## config.mk

```make
export PLATFORM = sky130hd
export DESIGN_NAME = json_bracket_structure_checker_top_flat
export DESIGN_NICKNAME = d
export VERILOG_FILES = /design/src/sv/jbsc_pkg.sv /design/src/sv/jbsc_req_if.sv /design/src/sv/jbsc_rsp_if.sv /design/src/sv/jbsc_ram.sv /design/src/sv/jbsc_front.sv /design/src/sv/jbsc_queue.sv /design/src/sv/jbsc_back.sv /design/src/sv/json_bracket_structure_checker_top.sv /design/src/flat_wrapper.sv
export SDC_FILE = /design/constraint.sdc
export NUM_CORES = 1
export LEC_CHECK = 0
export ABC_CLOCK_PERIOD_IN_PS = 6400
export BUFFER_PORTS_ARGS = -buffer_cell sky130_fd_sc_hd__buf_2
export CORE_ASPECT_RATIO = 1.5
export CORE_MARGIN = 10
export CORE_UTILIZATION = 45
export DETAILED_ROUTE_END_ITERATION = 10
export MAX_ROUTING_LAYER = met4
export RECOVER_POWER = 100
export SKIP_CTS_REPAIR_TIMING = 1
export SYNTH_ARGS = -nofsm -noshare
export SYNTH_HDL_FRONTEND = slang
export SYNTH_SLANG_ARGS = --single-unit
```

## constraint.sdc

```tcl
create_clock -name clock -period 6.4 [get_ports clock]
set_input_delay 1.28 -clock clock [delete_from_list [all_inputs] [get_ports clock]]
set_output_delay 1.28 -clock clock [all_outputs]
set_load 0.1 [all_outputs]
```

## src/sv/jbsc_pkg.sv

```systemverilog
// ----------------------------------------------------------------------------
// JSON bracket checker package
// Shared types and character codes for the bracket structure checker.
// ----------------------------------------------------------------------------
`default_nettype none

package jbsc_pkg;

   // Character codes that the checker recognizes.
   localparam logic [7:0] CHAR_OPEN_BRACE    = 8'h7B;
   localparam logic [7:0] CHAR_CLOSE_BRACE   = 8'h7D;
   localparam logic [7:0] CHAR_OPEN_BRACKET  = 8'h5B;
   localparam logic [7:0] CHAR_CLOSE_BRACKET = 8'h5D;
   localparam logic [7:0] CHAR_QUOTE         = 8'h22;
   localparam logic [7:0] CHAR_BACKSLASH     = 8'h5C;

   // Operation class of one character, decided by the front end.
   typedef enum logic [2:0] {
      OP_OTHER,
      OP_OPEN_BRACE,
      OP_OPEN_BRACKET,
      OP_QUOTE,
      OP_CLOSE_BRACE,
      OP_CLOSE_BRACKET,
      OP_ESCAPE
   } op_type;

   // Mark kept on the nesting stack.
   typedef enum logic [1:0] {
      MARK_BRACE   = 2'd0,
      MARK_BRACKET = 2'd1,
      MARK_QUOTE   = 2'd2
   } mark_type;

   // Kind of the first byte or of the last examined byte.
   typedef enum logic [1:0] {
      KIND_NONE,
      KIND_BRACE,
      KIND_BRACKET
   } kind_type;

   // Verdict codes on the result channel.
   typedef enum logic [1:0] {
      VERDICT_OK       = 2'd0,
      VERDICT_BAD      = 2'd1,
      VERDICT_OVERFLOW = 2'd2
   } verdict_type;

   // One classified item as it travels from the front end to the back end.
   typedef struct packed {
      op_type op;
      logic   first;
      logic   last;
   } entry_type;

endpackage

`default_nettype wire

```

## src/sv/jbsc_req_if.sv

```systemverilog
// ----------------------------------------------------------------------------
// JSON bracket checker request channel
// Valid/ready channel carrying one text byte and its end-of-text flag.
// ----------------------------------------------------------------------------
`default_nettype none

interface jbsc_req_if;
   logic       valid;
   logic       ready;
   logic [7:0] char_code;
   logic       is_last;

   modport source (output valid, output char_code, output is_last, input ready);
   modport sink   (input valid, input char_code, input is_last, output ready);
endinterface

`default_nettype wire

```

## src/sv/jbsc_rsp_if.sv

```systemverilog
// ----------------------------------------------------------------------------
// JSON bracket checker response channel
// Valid/ready channel carrying the verdict for one text.
// ----------------------------------------------------------------------------
`default_nettype none

interface jbsc_rsp_if;
   logic       valid;
   logic       ready;
   logic [1:0] verdict;

   modport source (output valid, output verdict, input ready);
   modport sink   (input valid, input verdict, output ready);
endinterface

`default_nettype wire

```

## src/sv/jbsc_ram.sv

```systemverilog
// ----------------------------------------------------------------------------
// Generic RAM
// One write port and one read port with registered read data.
// ----------------------------------------------------------------------------
`default_nettype none

module jbsc_ram #(
   parameter int WIDTH = 2,
   parameter int DEPTH = 64
) (
   input  wire logic                     clock,
   input  wire logic                     wr_en,
   input  wire logic [$clog2(DEPTH)-1:0] wr_addr,
   input  wire logic [WIDTH-1:0]         wr_data,
   input  wire logic [$clog2(DEPTH)-1:0] rd_addr,
   output logic      [WIDTH-1:0]         rd_data
);

   logic [WIDTH-1:0] mem [DEPTH];

   always_ff @(posedge clock) begin
      if (wr_en) begin
         mem[wr_addr] <= wr_data;
      end
      rd_data <= mem[rd_addr];
   end

endmodule

`default_nettype wire

```

## src/sv/jbsc_front.sv

```systemverilog
// ----------------------------------------------------------------------------
// JSON bracket checker front end
// Accepts bytes, classifies them and marks the first byte of each text.
// ----------------------------------------------------------------------------
`default_nettype none

module jbsc_front import jbsc_pkg::*; (
   input  wire logic  clock,
   input  wire logic  reset,
   jbsc_req_if.sink   req_ch,
   input  wire logic  q_full,
   output logic       q_push,
   output entry_type  q_entry
);

   logic at_start_ff;
   logic at_start_in;

   // Ready stays low during reset, because the queue drops anything pushed then.
   assign req_ch.ready = !q_full && !reset;
   assign q_push       = req_ch.valid && req_ch.ready;

   always_comb begin
      unique case (req_ch.char_code)
         CHAR_OPEN_BRACE:    q_entry.op = OP_OPEN_BRACE;
         CHAR_OPEN_BRACKET:  q_entry.op = OP_OPEN_BRACKET;
         CHAR_QUOTE:         q_entry.op = OP_QUOTE;
         CHAR_CLOSE_BRACE:   q_entry.op = OP_CLOSE_BRACE;
         CHAR_CLOSE_BRACKET: q_entry.op = OP_CLOSE_BRACKET;
         CHAR_BACKSLASH:     q_entry.op = OP_ESCAPE;
         default:            q_entry.op = OP_OTHER;
      endcase
      q_entry.first = at_start_ff;
      q_entry.last  = req_ch.is_last;
   end

   // The next text starts right after a byte marked last.
   always_comb begin
      at_start_in = at_start_ff;
      if (q_push) begin
         at_start_in = req_ch.is_last;
      end
   end

   always_ff @(posedge clock) begin
      if (reset) begin
         at_start_ff <= 1'b1;
      end else begin
         at_start_ff <= at_start_in;
      end
   end

endmodule

`default_nettype wire

```

## src/sv/jbsc_queue.sv

```systemverilog
// ----------------------------------------------------------------------------
// JSON bracket checker queue
// Two-entry queue that decouples the front end from the back end.
// ----------------------------------------------------------------------------
`default_nettype none

module jbsc_queue import jbsc_pkg::*; (
   input  wire logic      clock,
   input  wire logic      reset,
   input  wire logic      push,
   input  wire entry_type push_entry,
   output logic           full,
   output logic           head_valid,
   output entry_type      head_entry,
   input  wire logic      pop
);

   entry_type  slot_ff [2];
   logic       wr_ptr_ff;
   logic       wr_ptr_in;
   logic       rd_ptr_ff;
   logic       rd_ptr_in;
   logic [1:0] count_ff;
   logic [1:0] count_in;

   assign full       = (count_ff == 2'd2);
   assign head_valid = (count_ff != 2'd0);
   assign head_entry = slot_ff[rd_ptr_ff];

   always_comb begin
      wr_ptr_in = wr_ptr_ff;
      rd_ptr_in = rd_ptr_ff;
      count_in  = count_ff;
      if (push) begin
         wr_ptr_in = !wr_ptr_ff;
      end
      if (pop) begin
         rd_ptr_in = !rd_ptr_ff;
      end
      if (push && !pop) begin
         count_in = count_ff + 2'd1;
      end else if (pop && !push) begin
         count_in = count_ff - 2'd1;
      end
   end

   always_ff @(posedge clock) begin
      if (reset) begin
         wr_ptr_ff <= 1'b0;
         rd_ptr_ff <= 1'b0;
         count_ff  <= 2'd0;
      end else begin
         wr_ptr_ff <= wr_ptr_in;
         rd_ptr_ff <= rd_ptr_in;
         count_ff  <= count_in;
      end
   end

   always_ff @(posedge clock) begin
      if (push) begin
         slot_ff[wr_ptr_ff] <= push_entry;
      end
   end

endmodule

`default_nettype wire

```

## src/sv/jbsc_back.sv

```systemverilog
// ----------------------------------------------------------------------------
// JSON bracket checker back end
// Runs the stack one item per unstalled cycle; registers the verdict.
// ----------------------------------------------------------------------------
`default_nettype none

module jbsc_back import jbsc_pkg::*; #(
   parameter int STACK_DEPTH = 64
) (
   input  wire logic      clock,
   input  wire logic      reset,
   input  wire logic      q_valid,
   input  wire entry_type q_entry,
   output logic           q_pop,
   jbsc_rsp_if.source     rsp_ch
);

   localparam int AW = (STACK_DEPTH > 1) ? $clog2(STACK_DEPTH) : 1;
   localparam int CW = $clog2(STACK_DEPTH + 1);
   localparam logic [CW-1:0] DEPTH_C = CW'(STACK_DEPTH);

   // Entries count-1 and count-2 of the stack live in registers; the RAM
   // read port always fetches entry count-3 so that a pop never waits for a
   // RAM read.
   logic [CW-1:0] count_ff, count_in;
   mark_type      top_ff, top_in;
   mark_type      below_ff, below_in;
   logic          seen_obj_ff, seen_obj_in;
   logic          seen_arr_ff, seen_arr_in;
   kind_type      first_kind_ff, first_kind_in;
   kind_type      last_kind_ff, last_kind_in;
   logic          skip_ff, skip_in;
   logic          failed_ff, failed_in;
   logic          over_ff, over_in;
   logic          rsp_valid_ff, rsp_valid_in;
   verdict_type   verdict_ff, verdict_in;

   logic          fire;
   logic          do_push;
   logic          do_pop;
   mark_type      push_mark;
   logic          ram_we;
   logic [AW-1:0] ram_waddr;
   logic [AW-1:0] ram_raddr;
   logic [CW-1:0] rd_count;
   logic [1:0]    ram_rdata;
   logic          empty;

   assign empty          = (count_ff == '0);
   assign fire           = q_valid && (!q_entry.last || !rsp_valid_ff || rsp_ch.ready);
   assign q_pop          = fire;
   assign rsp_ch.valid   = rsp_valid_ff;
   assign rsp_ch.verdict = verdict_ff;
   assign ram_waddr      = count_ff[AW-1:0];
   assign rd_count       = count_in - CW'(3);
   assign ram_raddr      = rd_count[AW-1:0];

   jbsc_ram #(
      .WIDTH (2),
      .DEPTH (STACK_DEPTH)
   ) u_stack_ram (
      .clock   (clock),
      .wr_en   (ram_we),
      .wr_addr (ram_waddr),
      .wr_data (push_mark),
      .rd_addr (ram_raddr),
      .rd_data (ram_rdata)
   );

   always_comb begin
      count_in      = count_ff;
      top_in        = top_ff;
      below_in      = below_ff;
      seen_obj_in   = seen_obj_ff;
      seen_arr_in   = seen_arr_ff;
      first_kind_in = first_kind_ff;
      last_kind_in  = last_kind_ff;
      skip_in       = skip_ff;
      failed_in     = failed_ff;
      over_in       = over_ff;
      rsp_valid_in  = rsp_valid_ff;
      verdict_in    = verdict_ff;
      do_push       = 1'b0;
      do_pop        = 1'b0;
      push_mark     = MARK_BRACE;
      ram_we        = 1'b0;

      if (fire) begin
         if (q_entry.first) begin
            unique case (q_entry.op)
               OP_OPEN_BRACE:   first_kind_in = KIND_BRACE;
               OP_OPEN_BRACKET: first_kind_in = KIND_BRACKET;
               default:         first_kind_in = KIND_NONE;
            endcase
         end
         if (!failed_ff && !over_ff) begin
            if (skip_ff) begin
               skip_in = 1'b0;
            end else begin
               unique case (q_entry.op)
                  OP_CLOSE_BRACE:   last_kind_in = KIND_BRACE;
                  OP_CLOSE_BRACKET: last_kind_in = KIND_BRACKET;
                  default:          last_kind_in = KIND_NONE;
               endcase
               unique case (q_entry.op)
                  OP_OPEN_BRACE: begin
                     if (seen_obj_ff && empty) begin
                        failed_in = 1'b1;
                     end else begin
                        seen_obj_in = 1'b1;
                        do_push     = 1'b1;
                        push_mark   = MARK_BRACE;
                     end
                  end
                  OP_OPEN_BRACKET: begin
                     if (seen_arr_ff && empty) begin
                        failed_in = 1'b1;
                     end else begin
                        seen_arr_in = 1'b1;
                        do_push     = 1'b1;
                        push_mark   = MARK_BRACKET;
                     end
                  end
                  OP_QUOTE: begin
                     if (!empty && top_ff == MARK_QUOTE) begin
                        do_pop = 1'b1;
                     end else begin
                        do_push   = 1'b1;
                        push_mark = MARK_QUOTE;
                     end
                  end
                  OP_CLOSE_BRACE: begin
                     if (!empty && top_ff == MARK_BRACE) begin
                        do_pop = 1'b1;
                     end else begin
                        failed_in = 1'b1;
                     end
                  end
                  OP_CLOSE_BRACKET: begin
                     if (!empty && top_ff == MARK_BRACKET) begin
                        do_pop = 1'b1;
                     end else begin
                        failed_in = 1'b1;
                     end
                  end
                  OP_ESCAPE: skip_in = 1'b1;
                  default: ;
               endcase
            end
         end
      end

      if (do_push) begin
         if (count_ff == DEPTH_C) begin
            over_in = 1'b1;
         end else begin
            ram_we   = 1'b1;
            count_in = count_ff + CW'(1);
            top_in   = push_mark;
            below_in = top_ff;
         end
      end
      if (do_pop) begin
         count_in = count_ff - CW'(1);
         top_in   = below_ff;
         below_in = mark_type'(ram_rdata);
      end

      if (fire && q_entry.last) begin
         rsp_valid_in = 1'b1;
         if (over_in) begin
            verdict_in = VERDICT_OVERFLOW;
         end else if (failed_in || count_in != '0) begin
            verdict_in = VERDICT_BAD;
         end else if (first_kind_in != KIND_NONE && first_kind_in == last_kind_in) begin
            verdict_in = VERDICT_OK;
         end else begin
            verdict_in = VERDICT_BAD;
         end
         // The text is finished, so the checker starts over.
         count_in      = '0;
         seen_obj_in   = 1'b0;
         seen_arr_in   = 1'b0;
         first_kind_in = KIND_NONE;
         last_kind_in  = KIND_NONE;
         skip_in       = 1'b0;
         failed_in     = 1'b0;
         over_in       = 1'b0;
      end else if (rsp_ch.ready) begin
         rsp_valid_in = 1'b0;
      end
   end

   always_ff @(posedge clock) begin
      if (reset) begin
         count_ff      <= '0;
         seen_obj_ff   <= 1'b0;
         seen_arr_ff   <= 1'b0;
         first_kind_ff <= KIND_NONE;
         last_kind_ff  <= KIND_NONE;
         skip_ff       <= 1'b0;
         failed_ff     <= 1'b0;
         over_ff       <= 1'b0;
         rsp_valid_ff  <= 1'b0;
      end else begin
         count_ff      <= count_in;
         seen_obj_ff   <= seen_obj_in;
         seen_arr_ff   <= seen_arr_in;
         first_kind_ff <= first_kind_in;
         last_kind_ff  <= last_kind_in;
         skip_ff       <= skip_in;
         failed_ff     <= failed_in;
         over_ff       <= over_in;
         rsp_valid_ff  <= rsp_valid_in;
      end
   end

   always_ff @(posedge clock) begin
      top_ff     <= top_in;
      below_ff   <= below_in;
      verdict_ff <= verdict_in;
   end

   a_count_bound: assert property (@(posedge clock) disable iff (reset)
      count_ff <= DEPTH_C)
      else $error("stack count above depth");

   a_one_flag: assert property (@(posedge clock) disable iff (reset)
      !(failed_ff && over_ff))
      else $error("failure and overflow both set");

   a_overflow_full: assert property (@(posedge clock) disable iff (reset)
      over_ff |-> count_ff == DEPTH_C)
      else $error("overflow flagged with stack not full");

   a_end_clears: assert property (@(posedge clock) disable iff (reset)
      fire && q_entry.last |=> count_ff == '0 && !skip_ff && !failed_ff && !over_ff)
      else $error("state not cleared after end of text");

endmodule

`default_nettype wire

```

## src/sv/json_bracket_structure_checker_top.sv

```systemverilog
// ----------------------------------------------------------------------------
// JSON bracket structure checker
// Checks brace, bracket and quote nesting of a text, one byte per item.
// ----------------------------------------------------------------------------
// Throughput: one byte per cycle, except while a text's last byte waits for
// the previous verdict to be taken; two cached stack entries and one
// prefetched RAM read keep the stack top current. The last byte of a text
// is written into a queue slot, and the back end then registers its verdict.
// Reset: synchronous and active high; it clears all control state at once and
// holds the request side not ready. The stack RAM needs no clearing pass.
`default_nettype none

module json_bracket_structure_checker_top import jbsc_pkg::*; #(
   parameter int STACK_DEPTH = 64
) (
   input wire logic clock,
   input wire logic reset,
   jbsc_req_if.sink   req_ch,
   jbsc_rsp_if.source rsp_ch
);

   // The front end classifies each byte into an operation and tags the first
   // byte of every text. Classified items wait in a two-entry queue, so the
   // front end keeps accepting bytes, until the queue fills, while the back end
   // holds a verdict that the response side has not yet taken.
   logic      q_push;
   logic      q_full;
   logic      q_valid;
   logic      q_pop;
   entry_type q_in_entry;
   entry_type q_head_entry;

   jbsc_front u_front (
      .clock   (clock),
      .reset   (reset),
      .req_ch  (req_ch),
      .q_full  (q_full),
      .q_push  (q_push),
      .q_entry (q_in_entry)
   );

   jbsc_queue u_queue (
      .clock      (clock),
      .reset      (reset),
      .push       (q_push),
      .push_entry (q_in_entry),
      .full       (q_full),
      .head_valid (q_valid),
      .head_entry (q_head_entry),
      .pop        (q_pop)
   );

   // The back end owns the nesting stack. It retires one item per cycle and
   // stalls only when an item ends a text while the previous verdict is still
   // waiting in the response register.
   jbsc_back #(
      .STACK_DEPTH (STACK_DEPTH)
   ) u_back (
      .clock   (clock),
      .reset   (reset),
      .q_valid (q_valid),
      .q_entry (q_head_entry),
      .q_pop   (q_pop),
      .rsp_ch  (rsp_ch)
   );

endmodule

`default_nettype wire

```

## src/flat_wrapper.sv

```systemverilog
// flat-port wrapper written by rule: the top's interface ports become plain ports
module json_bracket_structure_checker_top_flat import jbsc_pkg::*;
#(
   parameter int STACK_DEPTH = 64
)
  (clock, reset, req_ch_valid, req_ch_char_code, req_ch_is_last, req_ch_ready, rsp_ch_valid, rsp_ch_verdict, rsp_ch_ready);
  jbsc_req_if req_ch_i ();
  jbsc_rsp_if rsp_ch_i ();
  input wire logic clock;
  input wire logic reset;
  input wire logic [$bits(req_ch_i.valid)-1:0] req_ch_valid;
  input wire logic [$bits(req_ch_i.char_code)-1:0] req_ch_char_code;
  input wire logic [$bits(req_ch_i.is_last)-1:0] req_ch_is_last;
  output wire logic [$bits(req_ch_i.ready)-1:0] req_ch_ready;
  output wire logic [$bits(rsp_ch_i.valid)-1:0] rsp_ch_valid;
  output wire logic [$bits(rsp_ch_i.verdict)-1:0] rsp_ch_verdict;
  input wire logic [$bits(rsp_ch_i.ready)-1:0] rsp_ch_ready;
  assign req_ch_i.valid = req_ch_valid;
  assign req_ch_i.char_code = req_ch_char_code;
  assign req_ch_i.is_last = req_ch_is_last;
  assign req_ch_ready = req_ch_i.ready;
  assign rsp_ch_valid = rsp_ch_i.valid;
  assign rsp_ch_verdict = rsp_ch_i.verdict;
  assign rsp_ch_i.ready = rsp_ch_ready;
  json_bracket_structure_checker_top #(.STACK_DEPTH(STACK_DEPTH)) u_core (.clock(clock), .reset(reset), .req_ch(req_ch_i), .rsp_ch(rsp_ch_i));
endmodule
```

* Yosys cells after proc, flatten, opt, wreduce, memory -nomap -nowiden
Memories as Yosys holds them, arrays and structs flattened. A register that Yosys moved wholly into a read port is not among the register bits. Cells that the tools add are included.
Storage, ports and cells: bits in writable memories 138, register bits 28, output and inout bits 4, memories kept 2, word-level logic and storage cells 148
Operators by class: multiplexer cells 64, eq/ne operators 18, add/sub/neg operators 5, reductions and logical operators 40, bitwise logic cells 3
Memory list:
- u_core.u_back.u_stack_ram.mem | words 64, width 2, read ports 1, clocked after Yosys merged registers in 1, wr ports 1, RTL line jbsc_ram.sv:19 | logic [WIDTH-1:0] mem [DEPTH];
- u_core.u_queue.slot_ff | words 2, width 5, read ports 1, clocked after Yosys merged registers in 1, wr ports 1, RTL line jbsc_queue.sv:18 | entry_type slot_ff [2];
Operators by type and width (number):
- 8-bit by 7-bit equality test with 1-bit output, second input constant | 5
- 1-bit 2-to-1 mux | 36
- 2-bit 2-to-1 mux | 17
- 7-bit 2-to-1 mux | 4
- 3-bit case mux with 6 select lines | 1
- 1-bit logical AND | 13
- 2-bit case mux with 2 select lines | 3
- 1-bit zero test | 11
- 5-bit AND reduction | 2
- 2-bit nonzero test | 5
- 3-bit equality test, second input constant | 3
- 8-bit by 6-bit equality test with 1-bit output, second input constant | 1
- 7-bit by 1-bit adder with 7-bit output, second input constant | 1
- 7-bit equality test, second input constant | 1
- 7-bit zero test | 1
- 7-bit nonzero test | 1
- 7-bit by 1-bit subtractor with 7-bit output, second input constant | 1
- 3-bit by 2-bit equality test with 1-bit output, second input constant | 2
- 1-bit case mux with 3 select lines | 2
- 6-bit by 2-bit subtractor with 6-bit output, second input constant | 1
- 2-bit equality test, second input constant | 2
- 1-bit case mux with 4 select lines | 1
- 2-bit AND reduction | 2
- 3-bit by 1-bit equality test with 1-bit output, second input constant | 1
- 9 further kinds | 13

* Depth between registers and ports, before layout
Gate-level depths: netlist (run 1).
depth in word-level cells 13, gate-level depth with buffers 18, gate-level depth less buffers 15

* By module
Synthesis (run 1) repeated with hierarchy kept, for this count alone.
Unflattened totals: cell total of the unflattened synthesis 573, area total of the unflattened synthesis 7691.1 um^2
Modules (own cells, without submodules):
- jbsc_ram | cells each 324, area each 5397.7 um^2, times used 1
- jbsc_back | cells each 189, area each 1561.5 um^2, times used 1
- jbsc_queue | cells each 37, area each 566.8 um^2, times used 1
- jbsc_front | cells each 23, area each 165.2 um^2, times used 1

* Worst setup path after synthesis (run 1)
No wires, ideal clock.
path type input port to flip-flop, from input port rsp_ch_ready, to memory u_core.u_back.u_stack_ram.mem[0][1] (data pin), stages 4, required time 5708 ps, data arrival time 4647 ps, slack 1061 ps, path buffers 0, library setup time 692 ps, cell sequence nand2b_1 o221ai_1 nand4b_2 nor3_1
On the way: word-level cells in the longest chain between the ends 3
RTL lines:
- from (decl) | RTL line flat_wrapper.sv:17 | input wire logic [$bits(rsp_ch_i.ready)-1:0] rsp_ch_ready;
- 1-bit logical OR | RTL line jbsc_back.sv:50 | assign fire = q_valid && (!q_entry.last || !rsp_valid_ff || rsp_ch.ready);
- 1-bit logical AND | RTL line jbsc_back.sv:50
- 2-bit 2-to-1 mux | RTL line jbsc_back.sv:88 | if (fire) begin
- named net u_core.u_back.push_mark[1] | RTL line jbsc_back.sv:41 | mark_type push_mark;
- to (decl) | RTL line jbsc_ram.sv:19
The timed path passes the listed nets, and every way through them passes these cells.

==> run metrics, run 1 <==
# DRC=0; number of synthesis warnings=0; Synth cell types=77; Placed Area=slightly above 8000 um2; Skew-Pair Late Insertion Delay=between 400 and 500 ps; Fin Clk Skew=about 9.5 ps; Max Slew Vio Count=107; vias in the first global route=about 5.6k; Area Overhead vs Synth=10.3%; Die X-Extent=between 100 and 150 um; post-route cell area=approximately 8700 um2; first-pass GRT wire length=between 30000 and 40000 um; crit path buf inv count=1; Net Sw Frac=0.336; Pint=between 0.002 and 0.0025 W; # fillers=~1.5k; total track usage=0.178; setup slack, reg-to-reg=between 900 and 1000 ps; switching pwr=0.00109 W; crit start category=flop; Power Dens Cells=approximately 370 nW/um2; share of post-route cells with drive strength above 1=0.0928; largest net degree at the start of global routing=66; hold path depth=0; via count=5491; multiplexer share of the synthesized area=0.0611; multi-input logic area=approximately 2900 um2; Synth Net Count=683; wire length per cell=approximately 22 um; VDD IR max=0.000262 V; initial antenna violation count=1; Max-Cap Viols=2; die area=between 20000 and 25000 um2; Via density=around 6; Std-Cell Rows=between 50 and 60; Leakage=2.84 nW; FF/Latch Area=4820 um2; Synth Flop Type=edfxtp_1; post-synthesis cell count=about 670; IO Count=17; setup TNS=0 ps; Root Driver=clkbuf_16; CP Capture Type=flop; Req. time, crit path=6740 ps; share of flip-flops with an asynchronous set or reset=0; part of the power in the clock network=0.335; total grt overflow=0; most common cell after layout, fill and taps aside=edfxtp_1; CP top delay family=compound AO/OA/AOI/OAI gates; failing checks=capacitance limit, slew limit; router iterations before antenna repair=5; Worst-Margin Slew=around 2700 ps; sequential power share=0.406; main combinational cell family by area after synthesis=simple AND/OR/NAND/NOR gates; Post-Synth Adder-Cell Area=0.00632; Final Cycle Share=0.851; post-synthesis xor/xnor area fraction=0.0144; R2R Path End=u_core.u_back.u_stack_ram.rd_data[1]; CTS Sinks=roughly 170; die height=roughly 180 um; crit-path max cell delay=around 790 ps; number of buffers inserted by port buffering=16; htree depth=4; Layout Nets=just under 700; Worst Reg-to-Reg Cells=14; Comb pwr share=0.259; WP data arrival=about 5800 ps; fin crit period=between 5000 and 6000 ps; total core area=around 17000 um2; GPL Wtd Cong=between 0.9 and 1; Hold EP=u_core.u_queue.slot_ff[1][1]; Setup Crit Path Kind=reg2reg; drt initial violations=around 550; Final HPWL DP=14200 um; RSZ-0062 raised after global routing=false; worst-case clock buffer depth=2; initial core utilization=0.457; antenna viol nets, final=0; Finished Layout Cells=~900; Hold Startpoint=u_core.u_front.at_start_ff; Synth Area in Compound Gates=0.127; TritonCTS clock tree=built; total CTS buffers=17; synthesized cell area=roughly 7900 um2; FMAX=184 MHz; WL final=just over 20000 um; synthesized area per cell=around 12 um2; CP Max Fanout=35; Final Hold Vio Count=0; simple-gate area share of the yosys netlist=0.154; final setup vio count=0; crit path max-delay cell type=dfxtp_1; min-delay worst type=reg2reg; max_slew headroom=-0.792; clock-pin slew on the worst setup and hold paths=70 ps; status=complete, but fails checks; post-synthesis sequential area ratio=0.609; CP cell instances=mux2i_1 > o221ai_1 > clkbuf_1 > nand4b_1 > a21o_1 > a22o_1 > a311oi_4 > nand4_2 > nand2_2 > mux2i_1 > o221ai_1 > o22ai_1 > or4_1 > o211ai_1; dpl cells=approximately 870; most frequent cells in the layout=144 x edfxtp_1, 106 x nor2_1, 45 x mux2i_1, 45 x nand2_1, 25 x dfxtp_1; number of flops mapped to enable cells by yosys=144; number of synthesized register bits=169
## layer usage
| layer | up-vias | global-route usage | part of all wire |
|---|---|---|---|
| met2 | 201 | 0.312 | 0.54 |
| met5 | - | - | 0 |
| met3 | 46 | 0.0290 | 0.044 |
| met4 | 0 | 0.0845 | 0.039 |
| li1 | 2558 | - | - |
| met1 | 2686 | 0.189 | 0.37 |
## through the flow
step                      hold WS, ps  setup WS, ps  utilization  total power [W]
after floorplan                   426          1060            -          0.00194
after global placement            434          1320        0.472          0.00218
after detailed placement          465          1200        0.472          0.00220
after CTS                         482          1450        0.508          0.00328
after global routing              501           634        0.504          0.00338
final                             477           951        0.504          0.00325
## kinds of logic after synthesis
logic type                 count (synthesis)
xor gates and xnor gates                  13
adders and majority gates                  4
and+or+nand+nor                          253
AOI/OAI and AO/OA                        132
DFF                                      169
muxes                                     48
buffers and inverters                     47
## cells in the mapped netlist, types with 6 or more instances
cell / number / area share
o21ai_0: 14 / 0.0088
a211oi_1: 7 / 0.0066
a31oi_1: 9 / 0.0071
mux2i_1: 45 / 0.057
nand3_1: 23 / 0.015
clkbuf_1: 19 / 0.0090
o22ai_1: 11 / 0.0087
a21o_1: 7 / 0.0066
xor2_1: 8 / 0.0088
inv_1: 15 / 0.0071
nor3_1: 19 / 0.012
or3_1: 8 / 0.0063
edfxtp_1: 144 / 0.55
nand2_1: 45 / 0.021
buf_2: 6 / 0.0038
o221ai_1: 15 / 0.017
dfxtp_1: 25 / 0.063
a21oi_1: 19 / 0.012
nor2_1: 106 / 0.050
## power by group through the flow
stage / registers [W] / logic (W) / clock network (W)
final: 0.00132 / 0.000843 / 0.00109
after global routing: 0.00133 / 0.000905 / 0.00114
after CTS: 0.00132 / 0.000862 / 0.00110
after detailed placement: 0.00134 / 0.000858 / 0
after global placement: 0.00134 / 0.000840 / 0
after floorplan: 0.00132 / 0.000624 / 0
## worst max-delay path by stage
stage                     cells after the start                              endpoint  slack, ps
after floorplan                               4   u_core.u_back.u_stack_ram.mem[0][1]       1060
after global placement                       15  u_core.u_back.u_stack_ram.rd_data[1]       1320
after detailed placement                     15  u_core.u_back.u_stack_ram.rd_data[1]       1200
after CTS                                    14  u_core.u_back.u_stack_ram.rd_data[1]       1450
after global routing                         14  u_core.u_back.u_stack_ram.rd_data[1]        630
final                                        14  u_core.u_back.u_stack_ram.rd_data[1]        950
## area by class of cell
class,instances,area share
clock buffers,17,0.0487
diodes,1,0.000286
well taps,213,0.0305
inverters,15,0.00644
repair buffers,24,0.0127
clock inverters,15,0.0230
multi-input cells,450,0.326
flip-flops and latches,169,0.552
## registers in the layout, indices dropped and copies added, names as in the netlist, 2 cells and up, named ones only
signal / flops
u_core.u_queue.slot_ff: 10
u_core.u_back.count_ff: 7
u_core.u_back.below_ff: 2
u_core.u_back.last_kind_ff: 2
u_core.u_back.top_ff: 2
u_core.u_back.rsp_ch.verdict: 2
u_core.u_back.u_stack_ram.mem: 128
u_core.u_back.u_stack_ram.rd_data: 2
u_core.u_queue.count_ff: 2
u_core.u_back.first_kind_ff: 2
Note: power is estimated with default switching activity, not from simulation.
==> run 2, diff against run 1 <==
SYNTH_HIERARCHICAL = 1   (was unset)
==> run metrics, run 2 <==
most frequent cells in the layout=144 x edfxtp_1, 105 x nor2_1, 31 x nand2_1; Fin Clk Skew=13.2 ps (+3.71 ps); Net Sw Frac=0.288 (-0.0481); number of flops mapped to enable cells by yosys=144 (unchanged); antenna viol nets, final=0 (unchanged); Skew-Pair Late Insertion Delay=430 ps (about the same); simple-gate area share of the yosys netlist=0.150 (-0.00377); share of post-route cells with drive strength above 1=0.149 (+0.0561); Post-Synth Adder-Cell Area=0.00813 (+0.00182); Largest regs=u_core/u_back/u_stack_ram/mem (128), u_core/u_queue/slot_ff (10), u_core/u_back/count_ff (7); router iterations before antenna repair=5 (unchanged); total core area=16800 um2 (-3.4%); ANT cells=0 (-1); Synth cell types=68 (-12%); crit-path max cell delay=620 ps (-170 ps); htree depth=4 (unchanged); clock-pin slew on the worst setup and hold paths=60 ps (about the same); IO Count=17 (unchanged); total CTS buffers=17 (unchanged); status=complete, but fails checks; CTS Sinks=169 (unchanged); top cells by area, synth=edfxtp_1 56%, mux4_2 8.5%, dfxtp_1 6.5%, nor2_1 5.2%, nand2_1 1.5%; initial antenna violation count=0 (-1); Via density=5.80 (-4.4%); RSZ-0062 raised after global routing=false; WL final=17400 um (-14%); Synth Net Count=591 (-13%); largest net degree at the start of global routing=66 (unchanged); worst-case clock buffer depth=2 (unchanged); Synth Flop Type=edfxtp_1; CP cell instances=mux2_1 > or4b_1 > a21oi_1 > o211a_1 > a2111oi_0 > a211oi_1 > nor2_1 > ha_1 > nor2b_1 > a21oi_1 > nand3_1 > nand2b_1 > a2111oi_0 > a311oi_1 > a311oi_1 > a311oi_1; fin crit period=5670 ps (+220 ps); CP Capture Type=flop; Worst Reg-to-Reg Cells=16 (+2); Req. time, crit path=6670 ps (-70 ps); share of flip-flops with an asynchronous set or reset=0 (unchanged); post-synthesis cell count=573 (-14%); dpl cells=777 (-11%); Die X-Extent=127 um (-1.3%); Power Dens Cells=351 nW/um2 (-5.6%); crit path max-delay cell type=a211oi_1; crit start category=flop; number of synthesis warnings=6 (+6); total grt overflow=0 (unchanged); main combinational cell family by area after synthesis=simple AND/OR/NAND/NOR gates; drt initial violations=374 (-32%); max_slew headroom=-0.766 (+0.0262); setup slack, reg-to-reg=730 ps (-220 ps); top cell type's share of synthesized area=0.562 (+0.0166); Final HPWL DP=11700 um (-18%); GPL Wtd Cong=0.884 (-10%); max reg flops=128 (unchanged); setup TNS=0 ps (unchanged); Pint=0.00212 W (-1.8%); switching pwr=0.000859 W (-22%); Worst-Margin Slew=2650 ps (-39.2 ps); Hold Startpoint=u_core/u_front/at_start_ff; initial core utilization=0.459 (+0.00197); Yosys top cell by area=edfxtp_1; most common cell after layout, fill and taps aside=edfxtp_1; WP data arrival=5940 ps (+150 ps); Area Overhead vs Synth=10.2% (about the same); Max-Cap Viols=2 (unchanged); wire length per cell=21.5 um (-3.9%); Final Hold Vio Count=0 (unchanged); CP most frequent cell=a311oi_1; failing checks=capacitance limit, slew limit; final setup vio count=0 (unchanged); post-synthesis xor/xnor area fraction=0.0102 (-0.00412); total track usage=0.161 (-0.0173); die area=22800 um2 (-2.6%); vias in the first global route=4932 (-11%); # DRC=0 (unchanged); Setup Crit Path Kind=reg2reg; FMAX=176 MHz (-3.9%); hold_ws=454 ps (-23.0 ps); Final Cycle Share=0.886 (+0.0344); min-delay worst type=reg2reg; Root Driver=clkbuf_16; synthesized area per cell=13.4 um2 (+13%); post-synthesis sequential area ratio=0.627 (+0.0185); Finished Layout Cells=808 (-11%); number of synthesized register bits=169 (unchanged); most instantiated library cell after synthesis=edfxtp_1; die height=180 um (-1.3%); Leakage=2.87 nW (+1.4%); part of the power in the clock network=0.338 (+0.003); Max Slew Vio Count=132 (+23%); VDD IR max=0.000200 V (-24%); number of buffers inserted by port buffering=16 (unchanged); Synth top cells by count=144 x edfxtp_1, 106 x nor2_1, 31 x nand2_1; synthesized cell area=7690 um2 (-3.0%); hold path depth=0 (unchanged); multiplexer share of the synthesized area=0.107 (+0.0458); first-pass GRT wire length=27800 um (-11%); sequential power share=0.438 (+0.032); via count=4690 (-15%); Synth Area in Compound Gates=0.0719 (-0.0550); CP Max Fanout=18 (-49%); Comb pwr share=0.224 (-0.035); Layout Nets=604 (-13%); Std-Cell Rows=58 (-1.7%); Biggest register=u_core/u_back/u_stack_ram/mem; TritonCTS clock tree=built
-- run 2: cell types whose count changed after synthesis, sizes merged, moves of 11 or more --
cell / before / now
nor3: 21 / 10
mux4: 0 / 29
mux2i: 45 / 9
o221ai: 15 / 0
o22ai: 11 / 0
nor2b: 5 / 16
nand2: 46 / 32
-- run 2: final cells by class --
type                       instances  area (um2)
clock buffer                      19         433
multi-input combinational        366        2660
inverter                          12        45.0
timing repair buffer              20         111
clock inverter                    12         143
sequential                       169        4820
tap                              210         263
fill                            1420        8290
-- run 2: path summary, 6_finish.rpt --
path / to
worst min-delay path: u_core/u_queue/slot_ff[0][1]
worst max register to register: u_core/u_back/u_stack_ram/rd_data[1]
worst max-delay path: u_core/u_back/u_stack_ram/rd_data[1]
worst min register to register: u_core/u_queue/slot_ff[0][1]
-- run 2: power by group through the flow --
stage | registers [W] | logic, W | clock network (W)
3_5_place_dp | 0.00132 | 0.000677 | 0
2_1_floorplan | 0.00133 | 0.000509 | 0
3_3_place_gp | 0.00132 | 0.000662 | 0
6_report | 0.00130 | 0.000668 | 0.00101
5_1_grt | 0.00131 | 0.000732 | 0.00107
4_1_cts | 0.00130 | 0.000679 | 0.00103
-- run 2: through the flow --
stage | setup WS, ps | power (W) | instance area (um2) | utilization
floorplan | 1880 | 0.00184 | 7690 | -
finish | 731 | 0.00298 | 8480 | 0.506
CTS | 866 | 0.00301 | 8510 | 0.508
global route | 328 | 0.00311 | 8480 | 0.506
detailed placement | 720 | 0.00200 | 7940 | 0.473
global placement | 864 | 0.00198 | 7940 | 0.473
-- run 2: layer usage --
metal  wire, um  global-route usage
met5          0                   -
met4        367              0.0672
met3        660              0.0318
met2       9410               0.276
met1       6920               0.176
-- run 2: critical path, delay by kind of cell, from the launching register on --
kind	cells	cell delay [ps]
mux	1	540
compound gates	9	2590
fa+ha+maj	1	270
flops	1	430
simple gates	5	1650
-- run 2: cells by family (layout without fill, tap and decap cells) --
kind of cell               Yosys count  after routing
AOI/OAI and AO/OA                   73             73
xor gates and xnor gates             9              9
adders and majority gates            5              5
buffers and inverters               38             63
DFF                                169            169
muxes                               45             45
and+or+nand+nor                    234            234
==> run 3, diff against run 2 <==
CORE_UTILIZATION = 55   (was 45)
PLACE_DENSITY = 0.71   (was unset)
==> run metrics, run 3 (same netlist as run 2, synthesis figures left out) <==
via count=4802 (+2.4%); WL final=16900 um (-2.8%); CTS Sinks=169 (unchanged); ANT cells=0 (unchanged); crit start category=flop; sequential power share=0.433 (-0.005); most common cell after layout, fill and taps aside=edfxtp_1; share of post-route cells with drive strength above 1=0.154 (+0.00476); IO Count=17 (unchanged); total grt overflow=0 (unchanged); Comb pwr share=0.219 (-0.005); Power Dens Cells=356 nW/um2 (+1.3%); VDD IR max=0.000232 V (+16%); Layout Nets=604 (unchanged); RSZ-0062 raised after global routing=false; initial core utilization=0.566 (+0.107); failing checks=capacitance limit, slew limit; min-delay worst type=reg2reg; GRT Max-Usage Layer=met2; CP Capture Type=flop; htree depth=4 (unchanged); Fin Clk Skew=11.7 ps (-1.49 ps); max_slew headroom=-0.783 (-0.0166); met3 GRT Util=0.0392 (+0.00741); most frequent cells in the layout=144 x edfxtp_1, 105 x nor2_1, 31 x nand2_1; fin crit period=5620 ps (-49.6 ps); Final Hold Vio Count=0 (unchanged); FF/Latch Area=4820 um2 (unchanged); hold path depth=0 (unchanged); CP Max Fanout=20 (+2); total track usage=0.190 (+0.0298); Req. time, crit path=6670 ps (about the same); worst-case clock buffer depth=2 (unchanged); max reg flops=128 (unchanged); status=complete, but fails checks; final setup vio count=0 (unchanged); M1 GR Usage=0.199 (+0.0221); switching pwr=0.000880 W (+2.5%); Pint=0.00213 W (+0.30%); die area=19200 um2 (-16%); first-pass GRT wire length=26500 um (-4.4%); largest net degree at the start of global routing=66 (unchanged); TritonCTS clock tree=built; Leakage=2.89 nW (+0.43%); vias in the first global route=4948 (+0.32%); Skew-Pair Late Insertion Delay=430 ps (about the same); drt initial violations=475 (+27%); die height=165 um (-8.5%); GPL Wtd Cong=0.877 (-0.77%); Net Sw Frac=0.293 (+0.00442); GR Util met2=0.337 (+0.0609); # fillers=1033 (-27%); Via density=6.31 (+8.7%); wire length per cell=22.2 um (+3.2%); total CTS buffers=17 (unchanged); antenna viol nets, final=0 (unchanged); FMAX=178 MHz (+0.88%); part of the power in the clock network=0.348 (+0.010); overall power=0.00301 W (+0.92%); Area Overhead vs Synth=9.76%; Worst-Margin Slew=2670 ps (+24.9 ps); initial antenna violation count=0 (unchanged); Root Driver=clkbuf_16; Final Cycle Share=0.878 (-0.00776); clock-pin slew on the worst setup and hold paths=70 ps (about the same); number of buffers inserted by port buffering=16 (unchanged); multi-input logic area=2660 um2 (unchanged); setup TNS=0 ps (unchanged); Die X-Extent=117 um (-8.0%); Final HPWL DP=11400 um (-2.3%); WP data arrival=5890 ps (-50 ps); Max-Cap Viols=2 (unchanged); Biggest register=u_core/u_back/u_stack_ram/mem; # DRC=0 (unchanged); router iterations before antenna repair=5 (unchanged); Max Slew Vio Count=132 (unchanged); Worst Reg-to-Reg Cells=14 (-2); total core area=13600 um2 (-19%); Std-Cell Rows=52 (-10%); Largest regs=u_core/u_back/u_stack_ram/mem (128), u_core/u_queue/slot_ff (10), u_core/u_back/count_ff (7); Setup Crit Path Kind=reg2reg
run 3: path summary, 6_finish.rpt:
check | from | end | slack [ps]
max | flop | u_core/u_back/u_stack_ram/rd_data[1] | 780
min reg2reg | u_core/u_front/at_start_ff | u_core/u_queue/slot_ff[1][1] | 460
max reg2reg | flop | u_core/u_back/u_stack_ram/rd_data[1] | 780
min | u_core/u_front/at_start_ff | u_core/u_queue/slot_ff[1][1] | 460
run 3: power by group through the flow:
stage / combinational, W / sequential, W / clock, W
5_1_grt: 0.000721 / 0.00131 / 0.00112
4_1_cts: 0.000675 / 0.00130 / 0.00106
3_5_place_dp: 0.000671 / 0.00132 / 0
3_3_place_gp: 0.000654 / 0.00132 / 0
6_report: 0.000659 / 0.00130 / 0.00105
2_1_floorplan: 0.000509 / 0.00133 / 0
run 3: layout make-up:
cell class,instances,share of cell area
Tap cell,162,0.0240
Timing Repair Buffer,20,0.0116
Inverter,12,0.00534
Clock inverter,15,0.0225
Sequential cell,169,0.572
Clock buffer,17,0.0504
Multi-Input combinational cell,366,0.315
run 3: routing by layer:
metal / vias up / wire [um]
met3: 43 / 677
met1: 2414 / 6180
met4: 0 / 630
met2: 150 / 9370
li1: 2195 / -
met5: - / 0
run 3: per-stage QoR:
step / instances / cell area, um2 / setup slack (ps) / util / hold WS, ps
4_1_cts: 761 / 8480 / 851 / 0.624 / 461
3_3_place_gp: 729 / 7860 / 1030 / 0.578 / 432
3_5_place_dp: 729 / 7860 / 725 / 0.578 / 439
5_1_grt: 761 / 8440 / 383 / 0.621 / 484
2_1_floorplan: 573 / 7690 / 1880 / - / 456
6_report: 761 / 8440 / 781 / 0.621 / 462
run 3: critical path: stages, from the launching register on:
cell and delay, ps:
dfxtp_1 440, mux2_1 530, or4b_1 550, a21oi_1 210, o211a_1 510, a2111oi_0 150, a211oi_1 570, nor2_1 90
ha_1 960, buf_4 330, nand2b_1 110, a2111oi_0 490, a311oi_1 90, a311oi_1 340, a311oi_1 80
